**src/rtl/rotating_ring_range_sum_defines.svh**
```systemverilog
// ----------------------------------------------------------------------------
// rotating_ring_range_sum_defines.svh
// assertion macros shared by the ring range sum block
// ----------------------------------------------------------------------------
`ifndef ROTATING_RING_RANGE_SUM_DEFINES_SVH
`define ROTATING_RING_RANGE_SUM_DEFINES_SVH

// same-cycle implication, checked out of reset
`define RRRS_ASSERT_IMP(label, clk_s, rstn_s, ante, cons, msg) \
  label: assert property (@(posedge clk_s) disable iff (!rstn_s) (ante) |-> (cons)) \
    else $error(msg);

// next-cycle implication, checked out of reset
`define RRRS_ASSERT_NXT(label, clk_s, rstn_s, ante, cons, msg) \
  label: assert property (@(posedge clk_s) disable iff (!rstn_s) (ante) |=> (cons)) \
    else $error(msg);

`endif

```
**src/rtl/rrrs_pkg.sv**
```systemverilog
// ----------------------------------------------------------------------------
// rrrs_pkg
// types and fixed constants of the rotating ring range sum block
// ----------------------------------------------------------------------------
`default_nettype none

package rrrs_pkg;

  localparam int SUM_W     = 42;
  localparam int CFG_W     = 11;
  localparam int VAL_IN_W  = 32;
  localparam int POS_W     = 11;
  localparam int OP_W      = 2;
  localparam int CFG_RESET = 1024;

  localparam logic [OP_W-1:0] OP_LOAD   = 2'd0;
  localparam logic [OP_W-1:0] OP_ROTATE = 2'd1;
  localparam logic [OP_W-1:0] OP_QUERY  = 2'd2;

  typedef enum logic [1:0] {
    CMD_LOAD,
    CMD_ROTATE,
    CMD_QUERY
  } cmd_kind_t;

  typedef enum logic [2:0] {
    BK_IDLE,
    BK_ROT,
    BK_QHI,
    BK_QLO,
    BK_QOUT
  } bk_state_t;

  typedef struct packed {
    logic [OP_W-1:0]     operation;
    logic [VAL_IN_W-1:0] element_value;
    logic [VAL_IN_W-1:0] shift_amount;
    logic [POS_W-1:0]    range_first;
    logic [POS_W-1:0]    range_last;
  } in_item_t;

  typedef struct packed {
    logic [SUM_W-1:0] range_sum;
    logic             range_error;
  } out_item_t;

  typedef struct packed {
    cmd_kind_t           kind;
    logic                bounds_bad;
    logic [VAL_IN_W-1:0] value;
    logic [VAL_IN_W-1:0] shift;
    logic [POS_W-1:0]    first;
    logic [POS_W-1:0]    last;
  } cmd_t;

endpackage

`default_nettype wire

```
**src/rtl/rrrs_front.sv**
```systemverilog
// ----------------------------------------------------------------------------
// rrrs_front
// accepts commands, drops unknown operations and pre-checks query bounds
// ----------------------------------------------------------------------------
`default_nettype none

module rrrs_front import rrrs_pkg::*; #(
  parameter int CNT_W = 11
) (
  input  wire logic             start,
  input  wire logic             busy,
  input  wire in_item_t         in_item,
  input  wire logic [CNT_W-1:0] count,
  output logic                  push,
  output cmd_t                  cmd
);

  localparam int CMP_W = (CNT_W > POS_W) ? CNT_W : POS_W;

  logic [CMP_W-1:0] last_ext;
  logic [CMP_W-1:0] count_ext;

  assign last_ext  = CMP_W'(in_item.range_last);
  assign count_ext = CMP_W'(count);

  always_comb begin
    cmd.value      = in_item.element_value;
    cmd.shift      = in_item.shift_amount;
    cmd.first      = in_item.range_first;
    cmd.last       = in_item.range_last;
    cmd.bounds_bad = (in_item.range_first == '0) ||
                     (in_item.range_last < in_item.range_first) ||
                     (last_ext > count_ext);
    cmd.kind       = CMD_LOAD;
    push           = 1'b0;
    case (in_item.operation)
      OP_LOAD: begin
        cmd.kind = CMD_LOAD;
        push     = start && !busy;
      end
      OP_ROTATE: begin
        cmd.kind = CMD_ROTATE;
        push     = start && !busy;
      end
      OP_QUERY: begin
        cmd.kind = CMD_QUERY;
        push     = start && !busy;
      end
      default: begin
        push = 1'b0;
      end
    endcase
  end

endmodule

`default_nettype wire

```
**config.mk**
```make
export PLATFORM = sky130hd
export DESIGN_NAME = rrrs_front
export DESIGN_NICKNAME = d
export VERILOG_FILES = /design/src/rtl/rotating_ring_range_sum_defines.svh /design/src/rtl/rrrs_pkg.sv /design/src/rtl/rrrs_front.sv
export SDC_FILE = /design/constraint.sdc
export NUM_CORES = 1
export LEC_CHECK = 0
export ABC_AREA = 1
export BUFFER_PORTS_ARGS = -buffer_cell sky130_fd_sc_hd__buf_2
export CORE_AREA = 2 2 74 76
export DETAILED_ROUTE_END_ITERATION = 8
export DIE_AREA = 0 0 76 78
export GPL_ROUTABILITY_DRIVEN = 0
export PLACE_DENSITY = 0.75
export SYNTH_ARGS = -nofsm -noshare
export SYNTH_HDL_FRONTEND = slang
export SYNTH_SLANG_ARGS = --single-unit
```
**constraint.sdc**
```tcl
create_clock -name vclk -period 1.5
set_clock_uncertainty 0.15 [all_clocks]
set_input_delay 0.225 -clock vclk [all_inputs]
set_output_delay 0.225 -clock vclk [all_outputs]
set_load 0.01 [all_outputs]
```
# After elaboration in Yosys (flattened, before gate mapping)
# Cells that the tools add are included.
[word_totals]
register_bits = 0
in_bits = 101
output_inout_bits = 90
wordCells = 13
[op_classes]
magnitude_cmp = 2
n_eq_ne = 2
mux = 2
n_reduce_logical = 7
[ops]
columns = ["operator", "n"]
rows = [
  ["$gt 11x11->1", 1],
  ["$logic_not 11->1", 1],
  ["$lt 11x11->1", 1],
  ["$pmux 2 s2", 1],
  ["$reduce_or 3->1", 1],
  ["$eq 2x1->1 const B", 1],
  ["$eq 2x2->1 const B", 1],
  ["$logic_not 2->1", 1],
  ["$logic_or 1x1->1", 2],
  ["$logic_and 1x1->1", 1],
  ["$logic_not 1->1", 1],
  ["$mux 1", 1],
]

# Logic depth before layout (Yosys ltp)
[depth]
depth_word = 3
mapped_depth = 11
ltp_nobuf = 11

# Worst setup path before layout
# OpenSTA, ideal clock, no wires.
[synth_timing]
path_kind = "input to output"
start = "input count[10]"
end = "output cmd[86] (netlist bit)"
arrival_ps = 1065
required_time_ps = 1125
slack_ps = 60
cell_stages = 9
path_buffers = 0
path_cell_list = "inv_1 ha_1 nand2_1 nor2_2 and2_1 nand2_1 nand3_2 nand2_1 nand2_1"
[synth_lines]
columns = ["item", "line_no", "rtl"]
rows = [
  ["start: declaration", "rrrs_front.sv:13", "input wire logic [CNT_W-1:0] count,"],
  ["end: declaration", "rrrs_front.sv:15", "output cmd_t cmd"],
]

==> flow_summary.rst <==
.. list-table::
   :header-rows: 1

   * - Metric
     - Value
   * - Commonest cells after routing, fill and taps aside
     - buf_2, nand2_1, inv_2
   * - Area of the core region
     - 5040 µm²
   * - Hold bufs inserted after CTS
     - 0
   * - Fraction of layout cells with a size suffix above 1
     - 0.683
   * - Number of antenna cells inserted
     - 0
   * - Final Core Density
     - 0.308
   * - First-pass GRT wire length
     - 5120 µm
   * - Internal power of the cells
     - 235 µW
   * - Clock share of power
     - 0
   * - Initial core utilization
     - 0.261
   * - Routed WL
     - 3510 µm
   * - Peak clock frequency supported by timing
     - 0.623 GHz
   * - Vertical die dimension
     - 78 µm
   * - Actual transition at the worst max-transition pin
     - 0.319 ns
   * - HPWL after detailed placement
     - 2840 µm
   * - Failing checks
     - negative setup slack
   * - Clock buffer count in the final layout
     - 0
   * - Time the final worst path needs with I/O delays and setup
     - 1.60 ns
   * - GRT Resource Usage Total
     - 0.108
   * - Total of max-cap violations
     - 0
   * - Synthesized netlist cell count
     - 202
   * - PwrDens
     - 290 nW/µm²
   * - Initial antenna violation count
     - 0
   * - Worst Setup End Kind
     - output pin
   * - Worst hold-check path type
     - in2out
   * - Area enclosed by the die boundary
     - 5930 µm²
   * - Setup-failing EPs final
     - 1
   * - Data arrival time of the worst path
     - 1.23 ns
   * - Biggest fanout along the worst timing path
     - 3
   * - Count of nets after finishing
     - 310
   * - Register area
     - 0 µm²
   * - Count of flip-flops and latches
     - 0
   * - Detailed Routing Iterations Pass 1
     - 2
   * - Final worst slack
     - -0.105 ns
   * - Sequential area share after synthesis
     - 0
   * - Routed length per instance
     - 13.7 µm
   * - Final Cycle Share
     - 1.07
   * - Fraction of synthesized cell area taken by the top area cell type
     - 0.490
   * - Drt via density
     - 3.98
   * - Switching part of the total
     - 0.478
   * - PortBufs
     - 63
   * - Largest net degree at the start of global routing
     - 4
   * - Power spent charging and discharging nets
     - 215 µW
   * - Final number of hold-violating endpoints
     - 0
   * - Avg Synthesized Cell Area
     - 6.52 µm²
   * - Total via count in the routed design
     - 1019
   * - Most frequent standard cell in the layout excluding fill and tap cells
     - buf_2
   * - Area added between synthesis and finish
     - 17.9%
   * - Number of nets in the synthesized netlist
     - 324
   * - Remaining antenna violation count after routing
     - 0
   * - Required time at the worst-slack endpoint
     - 1.12 ns
   * - Combinational share of power
     - 1.000
   * - Multi-input logic area
     - 833 µm²
   * - Final instance count without filler cells
     - 256
   * - Outcome
     - finished, violations left
   * - Number of synthesis warnings
     - 0
   * - Library cell occupying the most area in the post-synthesis netlist
     - buf_4
   * - Remaining max-slew budget at the tightest pin
     - 0.786
   * - Combined area of all synthesized cells
     - 1320 µm²
   * - Filler cell count
     - 528
   * - Die span in x
     - 76 µm
   * - Vias in the first global route
     - 995
   * - Number of distinct library cell variants in the gate-level netlist after synthesis
     - 19
   * - Number of core rows
     - 26
   * - Peak supply drop
     - 0.0000848 V
   * - Leakage power figure
     - 0.818 nW
   * - Class of the most critical setup path
     - in2out
   * - Violation count after the first detailed-routing iteration
     - 6
   * - Max-slew violation total from the final report
     - 0
   * - Number of I/O pins
     - 191
   * - DRC violations left
     - 0
   * - RSZ-0062 raised after global routing
     - true
   * - Startpoint types
     - input pin
   * - Power share of the sequential group
     - 0
   * - Cells taking the most area after synthesis
     - buf_4, ha_1, nand2_1, inv_1, a21oi_1
   * - Final-layout setup total negative slack
     - -0.105 ns
   * - Number of cells after detailed placement
     - 252
   * - Global route total overflow
     - 0
==> Yosys cell counts <==
master	n
clkinv_1	2
nor2_4	1
nand3_1	1
inv_1	27
and2_1	1
inv_2	7
o21ai_2	1
ha_1	21
nand4_1	3
a21o_1	1
nor3_1	1
buf_4	86
nor2_2	1
a21o_2	1
nor2_1	7
nand3_2	1
nand2_1	33
o21ai_0	1
a21oi_1	6
==> final timing paths <==
kind	slack [ns]	end	from	cells after the start
max	-0.10	cmd[86]	in_item[10]	12
min	0.30	cmd[58]	in_item[58]	0
==> power by group through the flow <==
stage          logic, mW  clock network [mW]  registers (mW)
2_1_floorplan      0.373                   0               0
3_3_place_gp       0.283                   0               0
3_5_place_dp       0.291                   0               0
4_1_cts            0.416                   0               0
5_1_grt            0.503                   0               0
6_report           0.450                   0               0
==> area by class of cell <==
class / count / share of cell area
multi-input cells: 80 / 0.537
well taps: 70 / 0.0565
repair buffers: 70 / 0.318
inverters: 36 / 0.0887
==> kinds of logic after synthesis <==
| family | Yosys count | synth area share |
|---|---|---|
| buf+inv | 122 | 0.593 |
| simple gates | 49 | 0.162 |
| fa+ha+maj | 21 | 0.200 |
| compound gates | 10 | 0.0456 |
==> repair_timing <==
action                     in CTS  in global routing
setup endpoints to repair       1                  1
gates resized for setup        65                 17
setup buffers                   2                  2
pin swaps                      16                 18
==> metrics by stage <==
stage	total power [mW]	worst slack [ns]	hold WS, ns	area (µm²)
floorplan	0.373	0.0596	0.348	1320
global placement	0.283	-0.199	0.300	1100
detailed placement	0.291	-0.238	0.300	1100
CTS	0.416	-0.118	0.300	1470
global route	0.503	-0.199	0.300	1550
finish	0.450	-0.105	0.300	1550
==> metal layers <==
layer,up-vias,global-route usage,part of all wire
met5,-,0,0
met1,439,0.0868,0.28
met4,0,0.0218,0.022
li1,496,-,-
met2,72,0.236,0.56
met3,12,0.0477,0.14
==> critical path, cell delays in order <==
cell and delay, ns:
buf_6 0.11, ha_4 0.27, nand2_4 0.05, inv_2 0.04, nand2_2 0.05, nor2_1 0.09
nand2_1 0.06, nand3_1 0.06, nand2_1 0.06, inv_2 0.04, nand2_1 0.04, buf_2 0.13
Power figures use the tool's default switching activity.
