File: src/rtl/rotating_ring_range_sum_defines.svh
// ----------------------------------------------------------------------------
// rotating_ring_range_sum_defines.svh
// assertion macros shared by the ring range sum block
// ----------------------------------------------------------------------------
`ifndef ROTATING_RING_RANGE_SUM_DEFINES_SVH
`define ROTATING_RING_RANGE_SUM_DEFINES_SVH

// same-cycle implication, checked out of reset
`define RRRS_ASSERT_IMP(label, clk_s, rstn_s, ante, cons, msg) \
  label: assert property (@(posedge clk_s) disable iff (!rstn_s) (ante) |-> (cons)) \
    else $error(msg);

// next-cycle implication, checked out of reset
`define RRRS_ASSERT_NXT(label, clk_s, rstn_s, ante, cons, msg) \
  label: assert property (@(posedge clk_s) disable iff (!rstn_s) (ante) |=> (cons)) \
    else $error(msg);

`endif

File: src/rtl/rrrs_pkg.sv
// ----------------------------------------------------------------------------
// rrrs_pkg
// types and fixed constants of the rotating ring range sum block
// ----------------------------------------------------------------------------
`default_nettype none

package rrrs_pkg;

  localparam int SUM_W     = 42;
  localparam int CFG_W     = 11;
  localparam int VAL_IN_W  = 32;
  localparam int POS_W     = 11;
  localparam int OP_W      = 2;
  localparam int CFG_RESET = 1024;

  localparam logic [OP_W-1:0] OP_LOAD   = 2'd0;
  localparam logic [OP_W-1:0] OP_ROTATE = 2'd1;
  localparam logic [OP_W-1:0] OP_QUERY  = 2'd2;

  typedef enum logic [1:0] {
    CMD_LOAD,
    CMD_ROTATE,
    CMD_QUERY
  } cmd_kind_t;

  typedef enum logic [2:0] {
    BK_IDLE,
    BK_ROT,
    BK_QHI,
    BK_QLO,
    BK_QOUT
  } bk_state_t;

  typedef struct packed {
    logic [OP_W-1:0]     operation;
    logic [VAL_IN_W-1:0] element_value;
    logic [VAL_IN_W-1:0] shift_amount;
    logic [POS_W-1:0]    range_first;
    logic [POS_W-1:0]    range_last;
  } in_item_t;

  typedef struct packed {
    logic [SUM_W-1:0] range_sum;
    logic             range_error;
  } out_item_t;

  typedef struct packed {
    cmd_kind_t           kind;
    logic                bounds_bad;
    logic [VAL_IN_W-1:0] value;
    logic [VAL_IN_W-1:0] shift;
    logic [POS_W-1:0]    first;
    logic [POS_W-1:0]    last;
  } cmd_t;

endpackage

`default_nettype wire

File: src/rtl/rrrs_queue.sv
// ----------------------------------------------------------------------------
// rrrs_queue
// two-entry command queue between the front and back parts
// ----------------------------------------------------------------------------
`default_nettype none

module rrrs_queue import rrrs_pkg::*; (
  input  wire logic clk,
  input  wire logic rst_n,
  input  wire logic push,
  input  wire cmd_t cmd,
  input  wire logic pop,
  output cmd_t      head,
  output logic      not_empty,
  output logic      full
);

  localparam int QDEPTH = 2;

  cmd_t       ent_r [QDEPTH];
  logic       wr_ptr_r, wr_ptr_nxt;
  logic       rd_ptr_r, rd_ptr_nxt;
  logic [1:0] cnt_r, cnt_nxt;

  always_comb begin
    wr_ptr_nxt = push ? ~wr_ptr_r : wr_ptr_r;
    rd_ptr_nxt = pop ? ~rd_ptr_r : rd_ptr_r;
    cnt_nxt    = cnt_r;
    case ({push, pop})
      2'b10:   cnt_nxt = cnt_r + 2'd1;
      2'b01:   cnt_nxt = cnt_r - 2'd1;
      default: cnt_nxt = cnt_r;
    endcase
  end

  always_ff @(posedge clk) begin
    if (!rst_n) begin
      wr_ptr_r <= 1'b0;
      rd_ptr_r <= 1'b0;
      cnt_r    <= '0;
    end else begin
      wr_ptr_r <= wr_ptr_nxt;
      rd_ptr_r <= rd_ptr_nxt;
      cnt_r    <= cnt_nxt;
    end
  end

  always_ff @(posedge clk) begin
    if (push) begin
      ent_r[wr_ptr_r] <= cmd;
    end
  end

  assign head      = ent_r[rd_ptr_r];
  assign not_empty = (cnt_r != '0);
  assign full      = (cnt_r == 2'(QDEPTH));

endmodule

`default_nettype wire

File: config.mk
export PLATFORM = sky130hd
export DESIGN_NAME = rrrs_queue
export DESIGN_NICKNAME = d
export VERILOG_FILES = /design/src/rtl/rotating_ring_range_sum_defines.svh /design/src/rtl/rrrs_pkg.sv /design/src/rtl/rrrs_queue.sv
export SDC_FILE = /design/constraint.sdc
export NUM_CORES = 1
export LEC_CHECK = 0
export BUFFER_PORTS_ARGS = -buffer_cell sky130_fd_sc_hd__buf_2
export CELL_PAD_IN_SITES_DETAIL_PLACEMENT = 2
export CELL_PAD_IN_SITES_GLOBAL_PLACEMENT = 2
export CORE_ASPECT_RATIO = 1.2
export CORE_MARGIN = 3
export CORE_UTILIZATION = 38
export DETAILED_ROUTE_END_ITERATION = 12
export GPL_TIMING_DRIVEN = 0
export PLACE_DENSITY = 0.81
export SLEW_MARGIN = 30
export SYNTH_ARGS = -nofsm -noshare
export SYNTH_HDL_FRONTEND = slang
export SYNTH_SLANG_ARGS = --single-unit
File: constraint.sdc
create_clock -name clk -period 6.82 [get_ports clk]
set_clock_uncertainty 0.15 [all_clocks]
set_input_delay 0.341 -clock clk [delete_from_list [all_inputs] [get_ports clk]]
set_output_delay 0.341 -clock clk [all_outputs]
set_load 0.01 [all_outputs]
* Yosys cells after proc, flatten, opt, wreduce, memory -nomap -nowiden
Memories as Yosys holds them, arrays and structs flattened. A register that Yosys moved wholly into a read port is not among the register bits. Cells that the tools add are included.
Word-level totals: register bits after elaboration 4, memory bits (writable) 178, output and inout port bits 91, memories 1
Cells by class: $add $sub $neg 2, equal/unequal tests 3, multiplexer cells 5, bitwise gates (word level) 2, reductions and logical operators 2
Memory list:
- ent_r | depth 2, width 89, rd ports 1, clocked after Yosys merged registers in 1, wr ports 1, line rrrs_queue.sv:20 | cmd_t ent_r [QDEPTH];
Operators by type and width (number):
- $eq 2x2->1 const B | 2
- $mux 1 | 4
- $pmux 2 s2 | 1
- $reduce_bool 2->1 | 2
- $add 2x1->2 const B | 1
- $eq 2x1->1 const B | 1
- $not 1->1 | 2
- $sub 2x1->2 const B | 1

* Depth between registers and ports, before layout
Gate-level depths: netlist of the first run.
word-level depth 3, mapped depth 5, depth with buffers taken out 5

* Worst setup path after synthesis of the first run
OpenSTA, ideal clock, no wires.
kind input to register, from input push, to memory ent_r[0][0] (netlist name) (enable), arrival 4.160 ns, path slack 1.969 ns, cell stages on the path 2, buffers on the path 0, path through inv_1 -> nor2_1
On the way: word-level cells in the longest chain between the ends 2
RTL lines:
- from (decl) | line rrrs_queue.sv:10 | input wire logic push,
- $mux 1 | line rrrs_queue.sv:49 | if (push) begin
- $mux 1 (implied by the code) | line rrrs_queue.sv:50 | ent_r[wr_ptr_r] <= cmd;
- to (decl) | line rrrs_queue.sv:20
Every way passes these cells.

==> flow_metrics.env, run 1 <==
export IMPL_ys_ff_latch=183
export IMPL_placed_cell_area_um2=7980
export IMPL_ant_nets=0
export IMPL_groute_usage_overall_pct=19.0
export IMPL_yosys_top_cells_area="edfxtp_1 81%, mux2_2 15%, dfxtp_1 1.5%, buf_2 0.53%, buf_6 0.51%"
export IMPL_avgSynthCellArea_um2=22.2
export IMPL_holdPathStages=2
export IMPL_hold_ws_ps=47.2
export IMPL_drt_iter0_drc=181
export IMPL_crit_path_start_kind="flip-flop"
export IMPL_fin_util_pct=55.5
export IMPL_yosysTopAreaCellShare_pct=80.6
export IMPL_max_freq_mhz=456
export IMPL_synth_top_flop_cell="edfxtp_1"
export IMPL_antenna_found_initial=0
export IMPL_crit_path_top_delay_cell="mux2_2"
export IMPL_cap_violations=0
export IMPL_crit_type="flip-flop to output pin"
export IMPL_hpwlAfterDp_um=11000
export IMPL_clockRootBuffer="clkbuf_16"
export IMPL_setup_viol=0
export IMPL_drive_above_1_share_pct=52.7
export IMPL_critPathArrivalTime_ps=1700
export IMPL_ir_worst_vdd_uv=152
export IMPL_htreeDepth=4
export IMPL_status="complete, no violations"
export IMPL_die_area_um2=19100
export IMPL_hold_viol=0
export IMPL_holdCritStartpoint="rst_n"
export IMPL_grt_pass1_vias=4511
export IMPL_rsz0062_at_grt="no"
export IMPL_cp_slowest_stage_delay_ps=390
export IMPL_yosys_area_share_simple_pct=0.849
export IMPL_cp_end_kind="output pin"
export IMPL_worstPathCellList="buf_6, buf_2, mux2_2, buf_2"
export IMPL_numClockSinks=183
export IMPL_placedCellCount=704
export IMPL_nFillCells=1487
export IMPL_grt_max_degree=38
export IMPL_final_cells=825
export IMPL_cpLargestDelayFamily="buffers and inverters"
export IMPL_total_power_w=0.00258
export IMPL_chipWidth_um=127
export IMPL_drc=0
export IMPL_antenna_cells=0
export IMPL_slew_violations=0
export IMPL_rows=52
export IMPL_regToRegStartpoint="wr_ptr_r"
export IMPL_fin_crit_sh_pct=32.1
export IMPL_synth_mux_area_share_pct=15.1
export IMPL_nets=690
export IMPL_synth_nets=393
export IMPL_synthCells=299
export IMPL_synth_top_family_by_area="multiplexers"
export IMPL_die_h_um=151
export IMPL_synth_fa_ha_area_share_pct=0.189
export IMPL_clock_path_buffers=2
export IMPL_io_buffers=183
export IMPL_vias=3872
export IMPL_reg2regPathDepth=3
export IMPL_clk_latency_ps=410
export IMPL_grt_pass1_wl_um=26900
export IMPL_cp_required_ps=6330
export IMPL_crit_fanout=10
export IMPL_cp_num_buf_inv=3
export IMPL_area_growth_pct=42.1
export IMPL_worst_pin_slew_ps=564
export IMPL_yosys_warnings=0
export IMPL_leakage_nw=3.58
export IMPL_cts_clk_slew_worst_paths_ps=60
export IMPL_cts_tree="done"
export IMPL_synthDistinctLibCells=18
export IMPL_wirelength_um=17600
export IMPL_synth_xor_area_share_pct=0.396
export IMPL_timing_rr_end="ent_r[0][12]"
export IMPL_relSlewSlack_pct=62.3
export IMPL_numCtsBuffers=17
export IMPL_final_cell_area_um2=9430
export IMPL_synth_compound_area_share_pct=0.302
export IMPL_post_drt_via_cell_ratio=4.69
export IMPL_start_util_pct=39.1
export IMPL_hp_class="primary input to flip-flop"
export IMPL_reg2reg_slack_ps=5100
export IMPL_cp_common_cell="buf_2"
export IMPL_globalRouteOverflowTotal=0
export IMPL_async_reset_ff_share_pct=0
export IMPL_post_cts_setup_buffer_count=0
export IMPL_fin_crit_ps=2190
export IMPL_yosysSeqAreaShare_pct=82.1
export IMPL_drtPass1Iterations=4
export IMPL_syn_area_um2=6640
export IMPL_routedWlPerCell_um=21.3
export IMPL_core_um2=17000
export IMPL_synth_edf_count=178
export IMPL_p_per_area_nw_per_um2=273
export IMPL_ios=184
export IMPL_yosys_area_top_type="edfxtp_1"
export IMPL_gp_congestion=0.698
## area by class of cell
type                       instances  area, um2  area share, %
clock inverter                    13        123           1.30
clock buffer                      19        433           4.59
timing repair buffer             278       1960           20.8
sequential                       183       5450           57.8
buffer                            10       68.8          0.730
tap                              216        270           2.87
multi-input combinational        105       1130           12.0
inverter                           1       3.75         0.0398
## where the power goes
| group | switching, W | total, W | internal, W |
|---|---|---|---|
| combinational | 0.000156 | 0.000323 | 0.000167 |
| clock | 0.000429 | 0.000937 | 0.000509 |
| sequential | 0.0000179 | 0.00132 | 0.00130 |
## synth_stat cells, types with 2 or more instances
master / n
mux2_2: 89
dfxtp_1: 5
and2_1: 4
xnor2_1: 2
buf_2: 7
buf_6: 3
edfxtp_1: 178
## cells by family after synthesis
kind of cell	after synthesis
AO/OA/AOI/OAI	3
XOR/XNOR	3
adder cells (fa/ha/maj)	1
buffers and inverters	11
flip-flops	183
multiplexers	89
AND/OR/NAND/NOR	9
## how the worst max path moves through the flow
| stage | start | to | cells past startpoint |
|---|---|---|---|
| 4_1_cts | flip-flop | head[75] | 5 |
| 2_1_floorplan | push | ent_r[0][0] | 2 |
| 3_3_place_gp | push | ent_r[0][62] | 3 |
| 5_1_grt | flip-flop | head[78] | 5 |
| 3_5_place_dp | push | ent_r[0][13] | 5 |
| 6_report | flip-flop | head[44] | 4 |
## through the flow
stage | setup TNS (ps) | setup WS, ps
2_1_floorplan | 0 | 1970
3_3_place_gp | -18500 | -209
3_5_place_dp | 0 | 4890
4_1_cts | 0 | 4570
5_1_grt | 0 | 4520
6_report | 0 | 4630
## sequential cells by signal, indices dropped and copies added, names as in the netlist, named ones only
signal / count
cnt_r: 2
ent_r: 178
rd_ptr_r: 1
wr_ptr_r: 1
## cell usage in the layout (no fill, tap or decap), types with 2 or more instances in the layout
master	count
buf_2	190
edfxtp_1	178
mux2_2	89
dlygate4sd3_1	89
clkbuf_16	17
dfxtp_1	5
buf_16	4
buf_6	3
and2_1	3
inv_6	3
clkinv_4	3
xnor2_1	2
clkbuf_1	2
clkinvlp_4	2
clkinv_2	2
buf_12	2
## repair_timing
| item | CTS | global route |
|---|---|---|
| hold buffers | 89 | 0 |
| endpoints found under the hold margin | 178 | 0 |
| gates resized for setup | 0 | 0 |
## per-layer routing
metal	vias up	routed length (um)	share of wire [%]	GRT usage (%)
met5	-	0	0	0
met3	21	882	5.0	5.25
met1	1961	6170	35	20.4
met4	0	262	1.5	4.94
met2	115	10300	58	36.3
li1	1775	-	-	-
Power figures use the tool's default switching activity.
==> run 2, diff against run 1 <==
- ABC_AREA: default -> 1
- CORE_UTILIZATION: 38 -> 34
- PLACE_DENSITY: 0.81 -> 0.77
- clock period: 6.82 -> 2 ns (I/O delays scaled with it)
==> flow_metrics.env, run 2 <==
export IMPL_async_reset_ff_share_pct=0
export IMPL_largest_register_ffs=178
export IMPL_critPathArrivalTime_ps=1710
export IMPL_synth_top_flop_cell="edfxtp_1"
export IMPL_clk_latency_ps=420
export IMPL_holdPathStages=2
export IMPL_fin_util_pct=50.8
export IMPL_core_um2=19100
export IMPL_fin_crit_sh_pct=97.8
export IMPL_htreeDepth=4
export IMPL_chipWidth_um=134
export IMPL_fin_ws_ps=43.1
export IMPL_vias=3950
export IMPL_min_to="ent_r[0][87]"
export IMPL_max_freq_mhz=511
export IMPL_die_area_um2=21400
export IMPL_crit_path_start_kind="flip-flop"
export IMPL_numCtsBuffers=17
export IMPL_cp_common_cell="buf_6"
export IMPL_ant_nets=0
export IMPL_start_util_pct=35.0
export IMPL_numClockSinks=183
export IMPL_antenna_cells=0
export IMPL_cts_clk_slew_worst_paths_ps=70
export IMPL_cpLargestDelayFamily="buffers and inverters"
export IMPL_cts_tree="done"
export IMPL_clockRootBuffer="clkbuf_16"
export IMPL_yosysTopAreaCellShare_pct=80.0
export IMPL_hold_ws_ps=255
export IMPL_cp_num_buf_inv=4
export IMPL_hpwlAfterDp_um=11500
export IMPL_die_h_um=160
export IMPL_worst_pin_slew_ps=334
export IMPL_cap_violations=0
export IMPL_synth_nets=406
export IMPL_leakage_nw=3.71
export IMPL_placedCellCount=759
export IMPL_rows=55
export IMPL_rsz0062_at_grt="yes"
export IMPL_cp_end_kind="output pin"
export IMPL_final_cells=888
export IMPL_setup_viol=0
export IMPL_yosys_top_cells_count="178 x edfxtp_1, 79 x mux2_2, 11 x nor2_1"
export IMPL_yosys_area_top_type="edfxtp_1"
export IMPL_routedWlPerCell_um=20.2
export IMPL_post_drt_via_cell_ratio=4.45
export IMPL_worstPathCellList="buf_6, buf_6, buf_8, mux2_4, buf_2"
export IMPL_hold_viol=0
export IMPL_hp_class="primary input to flip-flop"
export IMPL_holdCritStartpoint="cmd[87]"
export IMPL_drt_iter0_drc=190
export IMPL_yosys_top_cells_area="edfxtp_1 80%, mux2_2 13%, mux2_4 2.2%, dfxtp_1 1.5%, nor2_1 0.62%"
export IMPL_fin_crit_ps=1960
export IMPL_largestRegisters="ent_r x178, cnt_r x2"
export IMPL_post_place_ws_ps=187
export IMPL_grt_max_degree=24
export IMPL_ir_worst_vdd_uv=474
export IMPL_crit_type="flip-flop to output pin"
export IMPL_ios=184
export IMPL_area_growth_pct=45.0
export IMPL_grt_pass1_wl_um=27900
export IMPL_placed_cell_area_um2=8150
export IMPL_relSlewSlack_pct=77.7
export IMPL_ys_ff_latch=183
export IMPL_syn_area_um2=6680
export IMPL_cp_required_ps=1750
export IMPL_groute_usage_overall_pct=17.3
export IMPL_grt_pass1_vias=4681
export IMPL_synthCells=312
export IMPL_reg2regPathDepth=4
export IMPL_gp_congestion=0.726
export IMPL_timing_rr_end="ent_r[0][11]"
export IMPL_crit_path_top_delay_cell="dfxtp_1"
export IMPL_globalRouteOverflowTotal=0
export IMPL_p_per_area_nw_per_um2=908
export IMPL_drive_above_1_share_pct=52.1
export IMPL_drc=0
export IMPL_yosysSeqAreaShare_pct=81.5
export IMPL_mostFrequentLayoutCell="buf_2"
export IMPL_synth_edf_count=178
export IMPL_wirelength_um=17900
export IMPL_nets=713
export IMPL_status="complete, no violations"
export IMPL_top_register="ent_r"
export IMPL_synth_most_common_cell="edfxtp_1"
export IMPL_crit_fanout=10
export IMPL_synthDistinctLibCells=13
export IMPL_yosys_warnings=0
export IMPL_antenna_found_initial=0
export IMPL_reg2reg_slack_ps=330
export IMPL_cp_slowest_stage_delay_ps=330
export IMPL_avgSynthCellArea_um2=21.4
export IMPL_drtPass1Iterations=4
export IMPL_slew_violations=0
export IMPL_final_cell_area_um2=9690
export IMPL_regToRegStartpoint="wr_ptr_r"
export IMPL_clock_path_buffers=2
export IMPL_io_buffers=183
export IMPL_final_cell_mix="189 x buf_2, 178 x edfxtp_1, 92 x dlygate4sd3_1"
==> run 2: cell types whose count changed in the layout (fill, tap and decap cells not counted), moves of 5 or more <==
cell     previous run  this run
mux2_2             89        79
mux2_4              0        10
nor2_1              0        10
nand2_1             0         8
buf_4               0         5
==> run 2: stage by stage <==
stage               power [W]  TNS [ps]
global placement      0.00536   -176340
CTS                   0.00886      -427
detailed placement    0.00548         0
global route          0.00915     -2310
floorplan             0.00500    -39560
finish                0.00879         0
==> run 2: logic make-up (layout without fill, tap and decap cells) <==
kind of cell,count (synthesis),count (layout),share of synthesized area [%]
and+or+nand+nor,21,21,1.22
adders and majority gates,1,1,0.187
muxes,89,89,15.6
DFF,183,183,81.5
AOI/OAI and AO/OA,2,2,0.150
buffers and inverters,16,336,1.37
==> run 2: timing repair <==
| item | in CTS | in global routing |
|---|---|---|
| hold buffers | 92 | 0 |
| hold endpoints to repair | 183 | 0 |
| pin swaps | 0 | 1 |
| buffers inserted | 0 | 5 |
| gates resized for setup | 1 | 1 |
| endpoints found under the setup margin | 25 | 102 |
==> run 2: area by class of cell <==
cell class	instances	area (um2)
Buffer	10	75.1
Clock buffer	17	425
Clock inverter	15	144
Fill cell	1751	9380
Inverter	6	26.3
Multi-Input combinational cell	113	1150
Sequential cell	183	5450
Tap cell	256	320
Timing Repair Buffer	288	2090
==> run 2: how the worst max path moves through the flow <==
stage	from	end	slack (ps)	depth (start not counted)
2_1_floorplan	wr_ptr_r	ent_r[1][0]	-250	2
3_3_place_gp	wr_ptr_r	ent_r[1][77]	-1060	2
3_5_place_dp	wr_ptr_r	ent_r[0][78]	190	4
4_1_cts	flip-flop	head[16]	-30	4
5_1_grt	flip-flop	head[72]	-60	5
6_report	flip-flop	head[72]	40	5
==> run 2: worst register-to-register path, cell delays in order (launching register included) <==
cell     delay (ps)
dfxtp_2         350
nor2_4          240
buf_16          220
buf_16          200
buf_16          210
==> run 2: per-layer routing <==
layer | up-vias | global-route usage, % | routed length, um
li1 | 1833 | - | -
met1 | 1996 | 18.2 | 6310
met2 | 103 | 34.0 | 10700
met3 | 18 | 2.94 | 605
met4 | 0 | 5.80 | 295
met5 | - | 0 | 0
==> run 2: power by group <==
part / total, W / internal (W) / switching, W
Sequential: 0.00449 / 0.00443 / 0.0000598
Combinational: 0.00106 / 0.000550 / 0.000509
Clock: 0.00324 / 0.00175 / 0.00149
